**config.mk**
```make
export PLATFORM = sky130hd
export DESIGN_NAME = http_fixdate_parser
export DESIGN_NICKNAME = d
export VERILOG_FILES = /design/src/hw/rtl/hfp_pkg.sv /design/src/hw/rtl/http_fixdate_parser.sv /design/src/hw/rtl/hfp_front.sv /design/src/hw/rtl/hfp_queue.sv /design/src/hw/rtl/hfp_back.sv
export VERILOG_INCLUDE_DIRS = /design/src /design/src/hw/rtl
export SDC_FILE = /design/constraint.sdc
export NUM_CORES = 1
export LEC_CHECK = 0
export BUFFER_PORTS_ARGS = -buffer_cell sky130_fd_sc_hd__buf_2
export CAP_MARGIN = 20
export CORE_MARGIN = 2
export CORE_UTILIZATION = 31
export DETAILED_ROUTE_END_ITERATION = 6
export GPL_TIMING_DRIVEN = 1
export PLACE_DENSITY = 0.5
export SYNTH_ARGS = -nofsm -noshare
export SYNTH_HDL_FRONTEND = slang
export SYNTH_SLANG_ARGS = --single-unit
```
**constraint.sdc**
```tcl
create_clock -name i_clk -period 3 [get_ports i_clk]
set_input_delay 0.3 -clock i_clk [delete_from_list [all_inputs] [get_ports i_clk]]
set_output_delay 0.3 -clock i_clk [all_outputs]
set_load 0.01 [all_outputs]
```
**src/hw/rtl/assert_macros.svh**
```systemverilog
// ----------------------------------------------------------------------------
// Assertion macros shared by the date parser modules.
// Each macro checks on the rising edge of i_clk and is quiet while i_rst_n
// is low. The module that uses them must have both signals in scope.
// ----------------------------------------------------------------------------
`ifndef ASSERT_MACROS_SVH
`define ASSERT_MACROS_SVH

// Property that must hold on every clock edge outside reset.
`define HFP_ASSERT(label, prop, msg) \
    label: assert property (@(posedge i_clk) disable iff (!i_rst_n) (prop)) \
        else $error(msg);

// Consequent that must hold in the cycle after the antecedent.
`define HFP_ASSERT_NEXT(label, ante, cons, msg) \
    label: assert property (@(posedge i_clk) disable iff (!i_rst_n) \
        (ante) |=> (cons)) else $error(msg);

`endif

```
**src/hw/rtl/hfp_pkg.sv**
```systemverilog
`timescale 1ns / 1ps
// ----------------------------------------------------------------------------
// hfp_pkg
// Types, character constants and the month table of the fixdate parser.
// ----------------------------------------------------------------------------
package hfp_pkg;

    localparam int QUEUE_DEPTH = 4;
    localparam int QUEUE_AW    = $clog2(QUEUE_DEPTH);
    localparam int QUEUE_CW    = $clog2(QUEUE_DEPTH + 1);

    localparam int MONTH_COUNT = 12;

    localparam logic [4:0] POS_LAST = 5'd28;
    localparam logic [4:0] POS_MAX  = 5'd31;

    localparam logic [7:0] CH_COMMA = 8'h2C;
    localparam logic [7:0] CH_SPACE = 8'h20;
    localparam logic [7:0] CH_COLON = 8'h3A;
    localparam logic [7:0] CH_G     = 8'h47;
    localparam logic [7:0] CH_M     = 8'h4D;
    localparam logic [7:0] CH_T     = 8'h54;
    localparam logic [7:0] CH_ZERO  = 8'h30;
    localparam logic [7:0] CH_NINE  = 8'h39;

    localparam logic [6:0]  DAY_MAX    = 7'd31;
    localparam logic [6:0]  HOUR_MAX   = 7'd23;
    localparam logic [6:0]  MINUTE_MAX = 7'd59;
    localparam logic [6:0]  SECOND_MAX = 7'd60;
    localparam logic [13:0] YEAR_MIN   = 14'd1970;
    localparam logic [13:0] YEAR_BASE  = 14'd1900;

    localparam logic [3:0] MONTH_NONE = 4'd12;

    localparam logic [23:0] MONTH_CODES [MONTH_COUNT] = '{
        24'h4A616E, 24'h466562, 24'h4D6172, 24'h417072, 24'h4D6179, 24'h4A756E,
        24'h4A756C, 24'h417567, 24'h536570, 24'h4F6374, 24'h4E6F76, 24'h446563
    };

    // What the back end does with one byte.
    typedef enum logic [2:0] {
        OP_NOP,
        OP_ERR,
        OP_DAY,
        OP_MONTH,
        OP_YEAR,
        OP_HOUR,
        OP_MINUTE,
        OP_SECOND
    } t_hfp_op;

    typedef struct packed {
        logic [7:0] data;
        t_hfp_op    op;
        logic       last;
        logic       at_end;
    } t_hfp_entry;

    // Declared high field first so that date_valid lands in bit 0.
    typedef struct packed {
        logic [5:0]  second;
        logic [5:0]  minute;
        logic [4:0]  hour;
        logic [12:0] year_since_1900;
        logic [3:0]  month_index;
        logic [4:0]  day;
        logic        date_valid;
    } t_hfp_result;

    // Returns the month index for three month letters, MONTH_NONE if unknown.
    function automatic logic [3:0] month_lookup(input logic [23:0] letters);
        logic [3:0] idx;
        idx = MONTH_NONE;
        for (int m = MONTH_COUNT - 1; m >= 0; m--) begin
            if (letters == MONTH_CODES[m]) begin
                idx = 4'(m);
            end
        end
        return idx;
    endfunction

endpackage

```
**src/hw/rtl/http_fixdate_parser.sv**
```systemverilog
`timescale 1ns / 1ps
// ----------------------------------------------------------------------------
// http_fixdate_parser
// Parses an IMF-fixdate header, one byte per transaction, into date fields.
// ----------------------------------------------------------------------------
//
//  Channel   Dir  Payload                              Closes with
//  s_axis    in   tdata[7:0] header_char, tlast last   one per byte
//  m_axis    out  tdata[39:0] packed date result       one per header
//
// One byte is accepted every clock cycle while the queue has room; the
// front end classifies it by position in the same cycle and a four-entry
// queue feeds the back end. The final byte is first written into the
// queue; when the back end pops it, it loads the result into the output
// register, which presents it on m_axis.
// Synchronous active-low reset clears the position counter, the queue, the
// accumulators and the output valid flag.
// A stalled output stops only the final byte of the next header; bytes ahead
// of it keep draining into the accumulators, and input stalls only when the
// queue fills.
// ----------------------------------------------------------------------------
module http_fixdate_parser (
    input  logic        i_clk,
    input  logic        i_rst_n,
    input  logic        s_axis_tvalid,
    output logic        s_axis_tready,
    input  logic [7:0]  s_axis_tdata,   // [7:0] header_char
    input  logic        s_axis_tlast,   // marks the final byte of the header
    output logic        m_axis_tvalid,
    input  logic        m_axis_tready,
    output logic [39:0] m_axis_tdata    // [0] date_valid, [5:1] day,
                                        // [9:6] month_index,
                                        // [22:10] year_since_1900,
                                        // [27:23] hour, [33:28] minute,
                                        // [39:34] second
);
    import hfp_pkg::*;

    logic        push;
    logic        queue_ready;
    logic        queue_valid;
    logic        pop;
    t_hfp_entry  front_entry;
    t_hfp_entry  queue_entry;
    t_hfp_result result;

    // Front end: position counter and per-byte classification.
    hfp_front u_front (
        .i_clk         (i_clk),
        .i_rst_n       (i_rst_n),
        .i_valid       (s_axis_tvalid),
        .i_char        (s_axis_tdata),
        .i_last        (s_axis_tlast),
        .i_queue_ready (queue_ready),
        .o_ready       (s_axis_tready),
        .o_push        (push),
        .o_entry       (front_entry)
    );

    // Decoupling queue so either side can stall on its own.
    hfp_queue u_queue (
        .i_clk   (i_clk),
        .i_rst_n (i_rst_n),
        .i_push  (push),
        .i_entry (front_entry),
        .o_ready (queue_ready),
        .o_valid (queue_valid),
        .o_entry (queue_entry),
        .i_pop   (pop)
    );

    // Back end: accumulators, month decode, range checks and output register.
    hfp_back u_back (
        .i_clk       (i_clk),
        .i_rst_n     (i_rst_n),
        .i_valid     (queue_valid),
        .i_entry     (queue_entry),
        .o_pop       (pop),
        .o_out_valid (m_axis_tvalid),
        .o_result    (result),
        .i_out_ready (m_axis_tready)
    );

    assign m_axis_tdata = result;

endmodule

```
**src/hw/rtl/hfp_front.sv**
```systemverilog
`timescale 1ns / 1ps
`include "assert_macros.svh"
// ----------------------------------------------------------------------------
// hfp_front
// Counts header positions and classifies each byte into a back-end operation.
// ----------------------------------------------------------------------------
module hfp_front (
    input  logic               i_clk,
    input  logic               i_rst_n,
    input  logic               i_valid,
    input  logic [7:0]         i_char,
    input  logic               i_last,
    input  logic               i_queue_ready,
    output logic               o_ready,
    output logic               o_push,
    output hfp_pkg::t_hfp_entry o_entry
);
    import hfp_pkg::*;

    logic [4:0] r_pos;
    logic [4:0] n_pos;
    logic       accept;
    logic       is_digit;
    t_hfp_op    op;

    assign o_ready  = i_queue_ready;
    assign accept   = i_valid && i_queue_ready;
    assign o_push   = accept;
    assign is_digit = (i_char >= CH_ZERO) && (i_char <= CH_NINE);

    always_comb begin
        unique case (r_pos) inside
            5'd0, 5'd1, 5'd2: op = OP_NOP;
            5'd3:  op = (i_char == CH_COMMA) ? OP_NOP : OP_ERR;
            5'd4, 5'd7, 5'd11, 5'd16, 5'd25:
                   op = (i_char == CH_SPACE) ? OP_NOP : OP_ERR;
            5'd19, 5'd22:
                   op = (i_char == CH_COLON) ? OP_NOP : OP_ERR;
            5'd26: op = (i_char == CH_G) ? OP_NOP : OP_ERR;
            5'd27: op = (i_char == CH_M) ? OP_NOP : OP_ERR;
            5'd28: op = (i_char == CH_T) ? OP_NOP : OP_ERR;
            5'd5, 5'd6:       op = is_digit ? OP_DAY : OP_ERR;
            [5'd8:5'd10]:     op = OP_MONTH;
            [5'd12:5'd15]:    op = is_digit ? OP_YEAR : OP_ERR;
            5'd17, 5'd18:     op = is_digit ? OP_HOUR : OP_ERR;
            5'd20, 5'd21:     op = is_digit ? OP_MINUTE : OP_ERR;
            5'd23, 5'd24:     op = is_digit ? OP_SECOND : OP_ERR;
            default:          op = OP_ERR;
        endcase
    end

    always_comb begin
        o_entry.data   = i_char;
        o_entry.op     = op;
        o_entry.last   = i_last;
        o_entry.at_end = (r_pos == POS_LAST);
    end

    // The counter saturates so an overlong header keeps landing in the error arm.
    always_comb begin
        n_pos = r_pos;
        if (accept) begin
            if (i_last) begin
                n_pos = '0;
            end else if (r_pos != POS_MAX) begin
                n_pos = r_pos + 5'd1;
            end
        end
    end

    always_ff @(posedge i_clk) begin
        if (!i_rst_n) begin
            r_pos <= '0;
        end else begin
            r_pos <= n_pos;
        end
    end

    `HFP_ASSERT_NEXT(a_pos_restart, accept && i_last, r_pos == 5'd0,
        "position did not restart after the final byte")
    `HFP_ASSERT_NEXT(a_pos_hold, !accept, $stable(r_pos),
        "position moved without a transaction")

endmodule

```
**src/hw/rtl/hfp_queue.sv**
```systemverilog
`timescale 1ns / 1ps
`include "assert_macros.svh"
// ----------------------------------------------------------------------------
// hfp_queue
// Short FIFO of classified bytes between the front and back ends.
// ----------------------------------------------------------------------------
module hfp_queue (
    input  logic                i_clk,
    input  logic                i_rst_n,
    input  logic                i_push,
    input  hfp_pkg::t_hfp_entry i_entry,
    output logic                o_ready,
    output logic                o_valid,
    output hfp_pkg::t_hfp_entry o_entry,
    input  logic                i_pop
);
    import hfp_pkg::*;

    t_hfp_entry            r_mem [QUEUE_DEPTH];
    logic [QUEUE_AW-1:0]   r_wr_ptr;
    logic [QUEUE_AW-1:0]   r_rd_ptr;
    logic [QUEUE_CW-1:0]   r_count;
    logic [QUEUE_CW-1:0]   n_count;

    assign o_ready = (r_count != QUEUE_CW'(QUEUE_DEPTH));
    assign o_valid = (r_count != '0);
    assign o_entry = r_mem[r_rd_ptr];

    always_comb begin
        n_count = r_count;
        if (i_push && !i_pop) begin
            n_count = r_count + QUEUE_CW'(1);
        end else if (!i_push && i_pop) begin
            n_count = r_count - QUEUE_CW'(1);
        end
    end

    always_ff @(posedge i_clk) begin
        if (i_push) begin
            r_mem[r_wr_ptr] <= i_entry;
        end
    end

    always_ff @(posedge i_clk) begin
        if (!i_rst_n) begin
            r_wr_ptr <= '0;
            r_rd_ptr <= '0;
            r_count  <= '0;
        end else begin
            if (i_push) begin
                r_wr_ptr <= r_wr_ptr + QUEUE_AW'(1);
            end
            if (i_pop) begin
                r_rd_ptr <= r_rd_ptr + QUEUE_AW'(1);
            end
            r_count <= n_count;
        end
    end

    `HFP_ASSERT(a_no_overflow, !(i_push && !o_ready),
        "push into a full queue")
    `HFP_ASSERT(a_no_underflow, !(i_pop && !o_valid),
        "pop from an empty queue")

endmodule

```
**src/hw/rtl/hfp_back.sv**
```systemverilog
`timescale 1ns / 1ps
`include "assert_macros.svh"
// ----------------------------------------------------------------------------
// hfp_back
// Accumulates the numeric fields and month letters and builds the result.
// ----------------------------------------------------------------------------
module hfp_back (
    input  logic                 i_clk,
    input  logic                 i_rst_n,
    input  logic                 i_valid,
    input  hfp_pkg::t_hfp_entry  i_entry,
    output logic                 o_pop,
    output logic                 o_out_valid,
    output hfp_pkg::t_hfp_result o_result,
    input  logic                 i_out_ready
);
    import hfp_pkg::*;

    logic        r_err;
    logic [6:0]  r_day;
    logic [23:0] r_month;
    logic [13:0] r_year;
    logic [6:0]  r_hour;
    logic [6:0]  r_minute;
    logic [6:0]  r_second;

    logic        r_out_valid;
    t_hfp_result r_out;

    logic        out_free;
    logic        pop;
    logic [3:0]  digit;
    logic        err_all;
    logic        ok;
    logic [3:0]  month_idx;
    logic [13:0] year_off;
    t_hfp_result result;

    // acc * 10 + digit within the accumulator width.
    function automatic logic [6:0] mac7(input logic [6:0] acc, input logic [3:0] d);
        return {acc[3:0], 3'b000} + {acc[5:0], 1'b0} + {3'b000, d};
    endfunction

    function automatic logic [13:0] mac14(input logic [13:0] acc, input logic [3:0] d);
        return {acc[10:0], 3'b000} + {acc[12:0], 1'b0} + {10'd0, d};
    endfunction

    assign out_free = !r_out_valid || i_out_ready;
    assign pop      = i_valid && (!i_entry.last || out_free);
    assign o_pop    = pop;
    assign digit    = i_entry.data[3:0];

    // On the closing byte no accumulator changes, so the result reads the
    // registers; only the error flag needs this byte's contribution.
    assign err_all   = r_err || (i_entry.op == OP_ERR);
    assign month_idx = month_lookup(r_month);
    assign year_off  = r_year - YEAR_BASE;

    assign ok = i_entry.at_end && !err_all && (month_idx != MONTH_NONE)
             && (r_day != 7'd0) && (r_day <= DAY_MAX) && (r_hour <= HOUR_MAX)
             && (r_minute <= MINUTE_MAX) && (r_second <= SECOND_MAX)
             && (r_year >= YEAR_MIN);

    always_comb begin
        result = '0;
        if (ok) begin
            result.date_valid      = 1'b1;
            result.day             = r_day[4:0];
            result.month_index     = month_idx;
            result.year_since_1900 = year_off[12:0];
            result.hour            = r_hour[4:0];
            result.minute          = r_minute[5:0];
            result.second          = r_second[5:0];
        end
    end

    always_ff @(posedge i_clk) begin
        if (!i_rst_n) begin
            r_err    <= 1'b0;
            r_day    <= '0;
            r_month  <= '0;
            r_year   <= '0;
            r_hour   <= '0;
            r_minute <= '0;
            r_second <= '0;
        end else if (pop) begin
            if (i_entry.last) begin
                r_err    <= 1'b0;
                r_day    <= '0;
                r_month  <= '0;
                r_year   <= '0;
                r_hour   <= '0;
                r_minute <= '0;
                r_second <= '0;
            end else begin
                unique case (i_entry.op)
                    OP_NOP:    ;
                    OP_ERR:    r_err    <= 1'b1;
                    OP_DAY:    r_day    <= mac7(r_day, digit);
                    OP_MONTH:  r_month  <= {r_month[15:0], i_entry.data};
                    OP_YEAR:   r_year   <= mac14(r_year, digit);
                    OP_HOUR:   r_hour   <= mac7(r_hour, digit);
                    OP_MINUTE: r_minute <= mac7(r_minute, digit);
                    OP_SECOND: r_second <= mac7(r_second, digit);
                    default:   ;
                endcase
            end
        end
    end

    always_ff @(posedge i_clk) begin
        if (!i_rst_n) begin
            r_out_valid <= 1'b0;
        end else if (pop && i_entry.last) begin
            r_out_valid <= 1'b1;
        end else if (i_out_ready) begin
            r_out_valid <= 1'b0;
        end
    end

    always_ff @(posedge i_clk) begin
        if (pop && i_entry.last) begin
            r_out <= result;
        end
    end

    assign o_out_valid = r_out_valid;
    assign o_result    = r_out;

    `HFP_ASSERT_NEXT(a_result_loaded, pop && i_entry.last, r_out_valid,
        "final byte consumed but no result presented")
    `HFP_ASSERT(a_invalid_is_zero,
        !(r_out_valid && !r_out.date_valid) || (r_out == t_hfp_result'(0)),
        "invalid result carries nonzero fields")

endmodule

```
==> impl_metrics.csv <==
group,metric,value,unit
finish,n_antenna_cell,0,
placed_design,io_buffers,54,
clock_network,ctsHtreeMaxLevel,4,
finish,fillers,2823,
placed_design,dp_hpwl,13900,um
critical_path,crit_path_end_kind,"flop",
grt,grt_first_pass_wirelength,31600,um
finish,drive_above_1_share,15.3,%
critical_path,crit_path_max_fanout,2,
pwr,power,7.04,mW
grt,grt_pass1_vias,6027,
finish,fin_area,0.0105,sq mm
grt,grt-ovfl-total,0,
clock_network,cts_sinks,174,
sta,slew_violations,0,
floorplanning,row_count,62,
detailed_routing,dr.pass1.iters,4,
pwr,power_frac_clock,30.3,%
run,maxCapViolCount,0,
grt,grt_usage,12.9,%
synthesis,yosysTopAreaCellShare,30.4,%
synthesis,synth_nets,887,
detailed_routing,antenna_left,0,
run_status,status,"finished, final reports clean",
synthesis,synthTopCellsByArea,"edfxtp_1 (30%), dfxtp_1 (18%), ha_1 (9.2%)",
grt,grt_max_degree,38,
finish,multi_input_area,0.00445,sq mm
sta,slew_headroom,49.6,%
placed_design,place.gp.congestion,0.804,
synthesis,synth-edff-count,92,
floorplanning,die_w,175,um
sta,finalHoldViolations,0,
critical_path,reg2reg_depth,10,
critical_path,start_kind,"flop",
critical_path,criticalPathCategory,"flop to flop",
synthesis,yosys_register_bits,174,
critical_path,arrival,3.22,ns
clock_network,root_buffer,"clkbuf_16",
detailed_routing,drt_iter0_drc,345,
synthesis,synth.avg_cell_area,11.4,sq um
finish,area_delta_synth_final,15.4,%
pwr,power_density,671,mW/mm^2
synthesis,netlist_area,0.00909,sq mm
sta,skew,0.0119,ns
pwr,vdd_ir_drop_max,0.410,mV
sta,fmax,348,MHz
grt,antenna_found_initial,0,
pwr,p_int,4.77,mW
detailed_routing,wire_per_inst,15.1,um
detailed_routing,num_vias,6050,
clock_network,clock_latency,0.43,ns
finish,nNetsFinal,956,
detailed_routing,routed_via_density,4.79,
floorplanning,initial_core_util,31.6,%
sta,finalSetupViolations,0,
synthesis,synth_common_cells,"edfxtp_1 (92), dfxtp_1 (82), ha_1 (67)",
synthesis,async_flop_share,0,%
pwr,switching_share,32.3,%
pwr,p_leak,4.13,nW
synthesis,yosysWarningCount,0,
synthesis,ys_types,71,
synthesis,syn_inst,796,
sta,max_slew.worst_pin.slew,0.756,ns
clock_network,cts.clk_slew.worst_paths,0.07,ns
critical_path,ff2ff_setup_slack,0.13,ns
hold_path,min_path_type,"primary input to flop",
floorplanning,die_h,175,um
clock_network,cts_tree,"yes",
pwr,power.net_switching,2.27,mW
critical_path,reg2reg_to,"u_back.r_year[11]",
detailed_routing,drt-total-wl,19100,um
finish,seqCellArea,0.00441,sq mm
synthesis,synth-main-ff-cell,"edfxtp_1",
floorplanning,core,0.0288,sq mm
synthesis,yosysSeqAreaShare,48.4,%
synthesis,synth.most_common_cell,"edfxtp_1",
sta,fin_crit,2.87,ns
sta,min_period_over_period,95.8,%
pwr,power_frac_seq,42.9,%
floorplanning,dieArea,0.0307,sq mm
detailed_routing,drc,0,
floorplanning,pin_count,55,
pwr,power_frac_comb,26.8,%
clock_network,cts_buffer_depth,2,
critical_path,cp_data_required_time,3.35,ns
placed_design,placed_cell_area,0.00990,sq mm
clock_network,cts_buffers,17,
critical_path,crit_path_end,"u_back.r_year[11]",
synthesis,yosysTopAreaCell,"edfxtp_1",
kinds of logic (layout without fill, tap and decap cells):
| group | after synthesis | count (layout) | share of synthesized area (%) |
|---|---|---|---|
| AND/OR/NAND/NOR | 249 | 249 | 15.5 |
| AO/OA/AOI/OAI | 169 | 169 | 13.0 |
| adder cells (fa/ha/maj) | 78 | 78 | 11.6 |
| buffers and inverters | 64 | 146 | 3.04 |
| XOR/XNOR | 44 | 44 | 4.24 |
| multiplexers | 18 | 18 | 4.13 |
| flip-flops | 174 | 174 | 48.4 |
area by class of cell:
type / count / share of cell area (%)
clock buffer: 18 / 4.09
multi-input combinational: 558 / 42.4
timing repair buffer: 75 / 4.20
inverter: 39 / 1.40
clock inverter: 14 / 1.28
sequential: 174 / 42.0
tap: 384 / 4.58
power by group through the flow:
stage	Sequential [mW]	Combinational [mW]	Clock (mW)
final	3.02	1.89	2.13
after global routing	3.05	2.13	2.28
after CTS	3.02	1.92	2.19
after detailed placement	3.08	1.92	0
after global placement	3.07	1.92	0
after floorplan	3.13	1.18	0
registers in the layout (all words and copies together), names as in the netlist, named ones only:
signal	count
u_back.o_out_valid	1
u_back.o_result	40
u_back.r_day	7
u_back.r_err	1
u_back.r_hour	7
u_back.r_minute	7
u_back.r_month	24
u_back.r_second	7
u_back.r_year	14
u_front.r_pos	5
u_queue.r_count	3
u_queue.r_mem	52
u_queue.r_rd_ptr	2
u_queue.r_wr_ptr	2
worst min-delay path by stage:
| stage | cells past startpoint | from | slack [ns] | end |
|---|---|---|---|---|
| after detailed placement | 2 | u_back.r_hour[6] | 0.46 | u_back.r_hour[6] |
| after CTS | 1 | s_axis_tdata[7] | 0.11 | u_queue.r_mem[0][12] |
| after global placement | 2 | u_back.r_hour[6] | 0.45 | u_back.r_hour[6] |
| after global routing | 1 | s_axis_tdata[7] | 0.12 | u_queue.r_mem[0][12] |
| final | 1 | s_axis_tdata[7] | 0.12 | u_queue.r_mem[0][12] |
| after floorplan | 0 | s_axis_tdata[5] | 0.40 | u_queue.r_mem[0][10] |
routing by layer:
layer / vias to the layer above / global-route usage (%) / share of wire, %
met5: - / 0 / 0
met4: 0 / 3.68 / 0.99
met3: 15 / 2.60 / 2.7
met2: 90 / 20.7 / 46
met1: 2840 / 17.7 / 50
li1: 3105 / - / -
through the flow:
| step | util (%) | setup TNS, ns | hold WS, ns | std cells | setup slack [ns] |
|---|---|---|---|---|---|
| 2_1_floorplan | - | 0 | 0.399 | 796 | 0.0291 |
| 3_3_place_gp | 34.4 | -0.00141 | 0.451 | 1229 | -0.00141 |
| 3_5_place_dp | 34.4 | 0 | 0.462 | 1229 | 0.0281 |
| 4_1_cts | 36.4 | 0 | 0.106 | 1261 | 0.0113 |
| 5_1_grt | 36.5 | -0.0138 | 0.119 | 1262 | -0.0138 |
| 6_report | 36.5 | 0 | 0.117 | 1262 | 0.125 |
cells in the final DEF, fill, tap and decap left out, types with 9 or more instances in the layout:
| cell | instances |
|---|---|
| a21o_1 | 10 |
| a21oi_1 | 28 |
| a22o_1 | 40 |
| and2_1 | 45 |
| and3_1 | 9 |
| buf_2 | 54 |
| buf_4 | 20 |
| clkbuf_16 | 17 |
| dfxtp_1 | 81 |
| edfxtp_1 | 92 |
| ha_1 | 66 |
| inv_1 | 38 |
| nand2_1 | 47 |
| nand2b_1 | 10 |
| nand3_1 | 21 |
| nand4_1 | 14 |
| nor2_1 | 27 |
| nor2b_1 | 19 |
| nor3_1 | 20 |
| o21ai_0 | 36 |
| o31ai_1 | 11 |
| xnor2_1 | 24 |
| xor2_1 | 20 |
critical path, cell delays in order, from the launching register on:
cell	delay (ns)
dfxtp_4	0.35
mux4_2	0.54
fa_1	0.47
ha_1	0.32
a211oi_2	0.26
o21ai_1	0.12
a31oi_1	0.27
buf_4	0.15
a21oi_1	0.04
xnor2_1	0.13
o21ai_0	0.15
timing repair:
item                       4_1_cts  5_1_grt
resized for setup                0        6
hold buffers                     0        0
setup buffers                    0        1
setup endpoints to repair        0        6
Power figures use the tool's default switching activity.
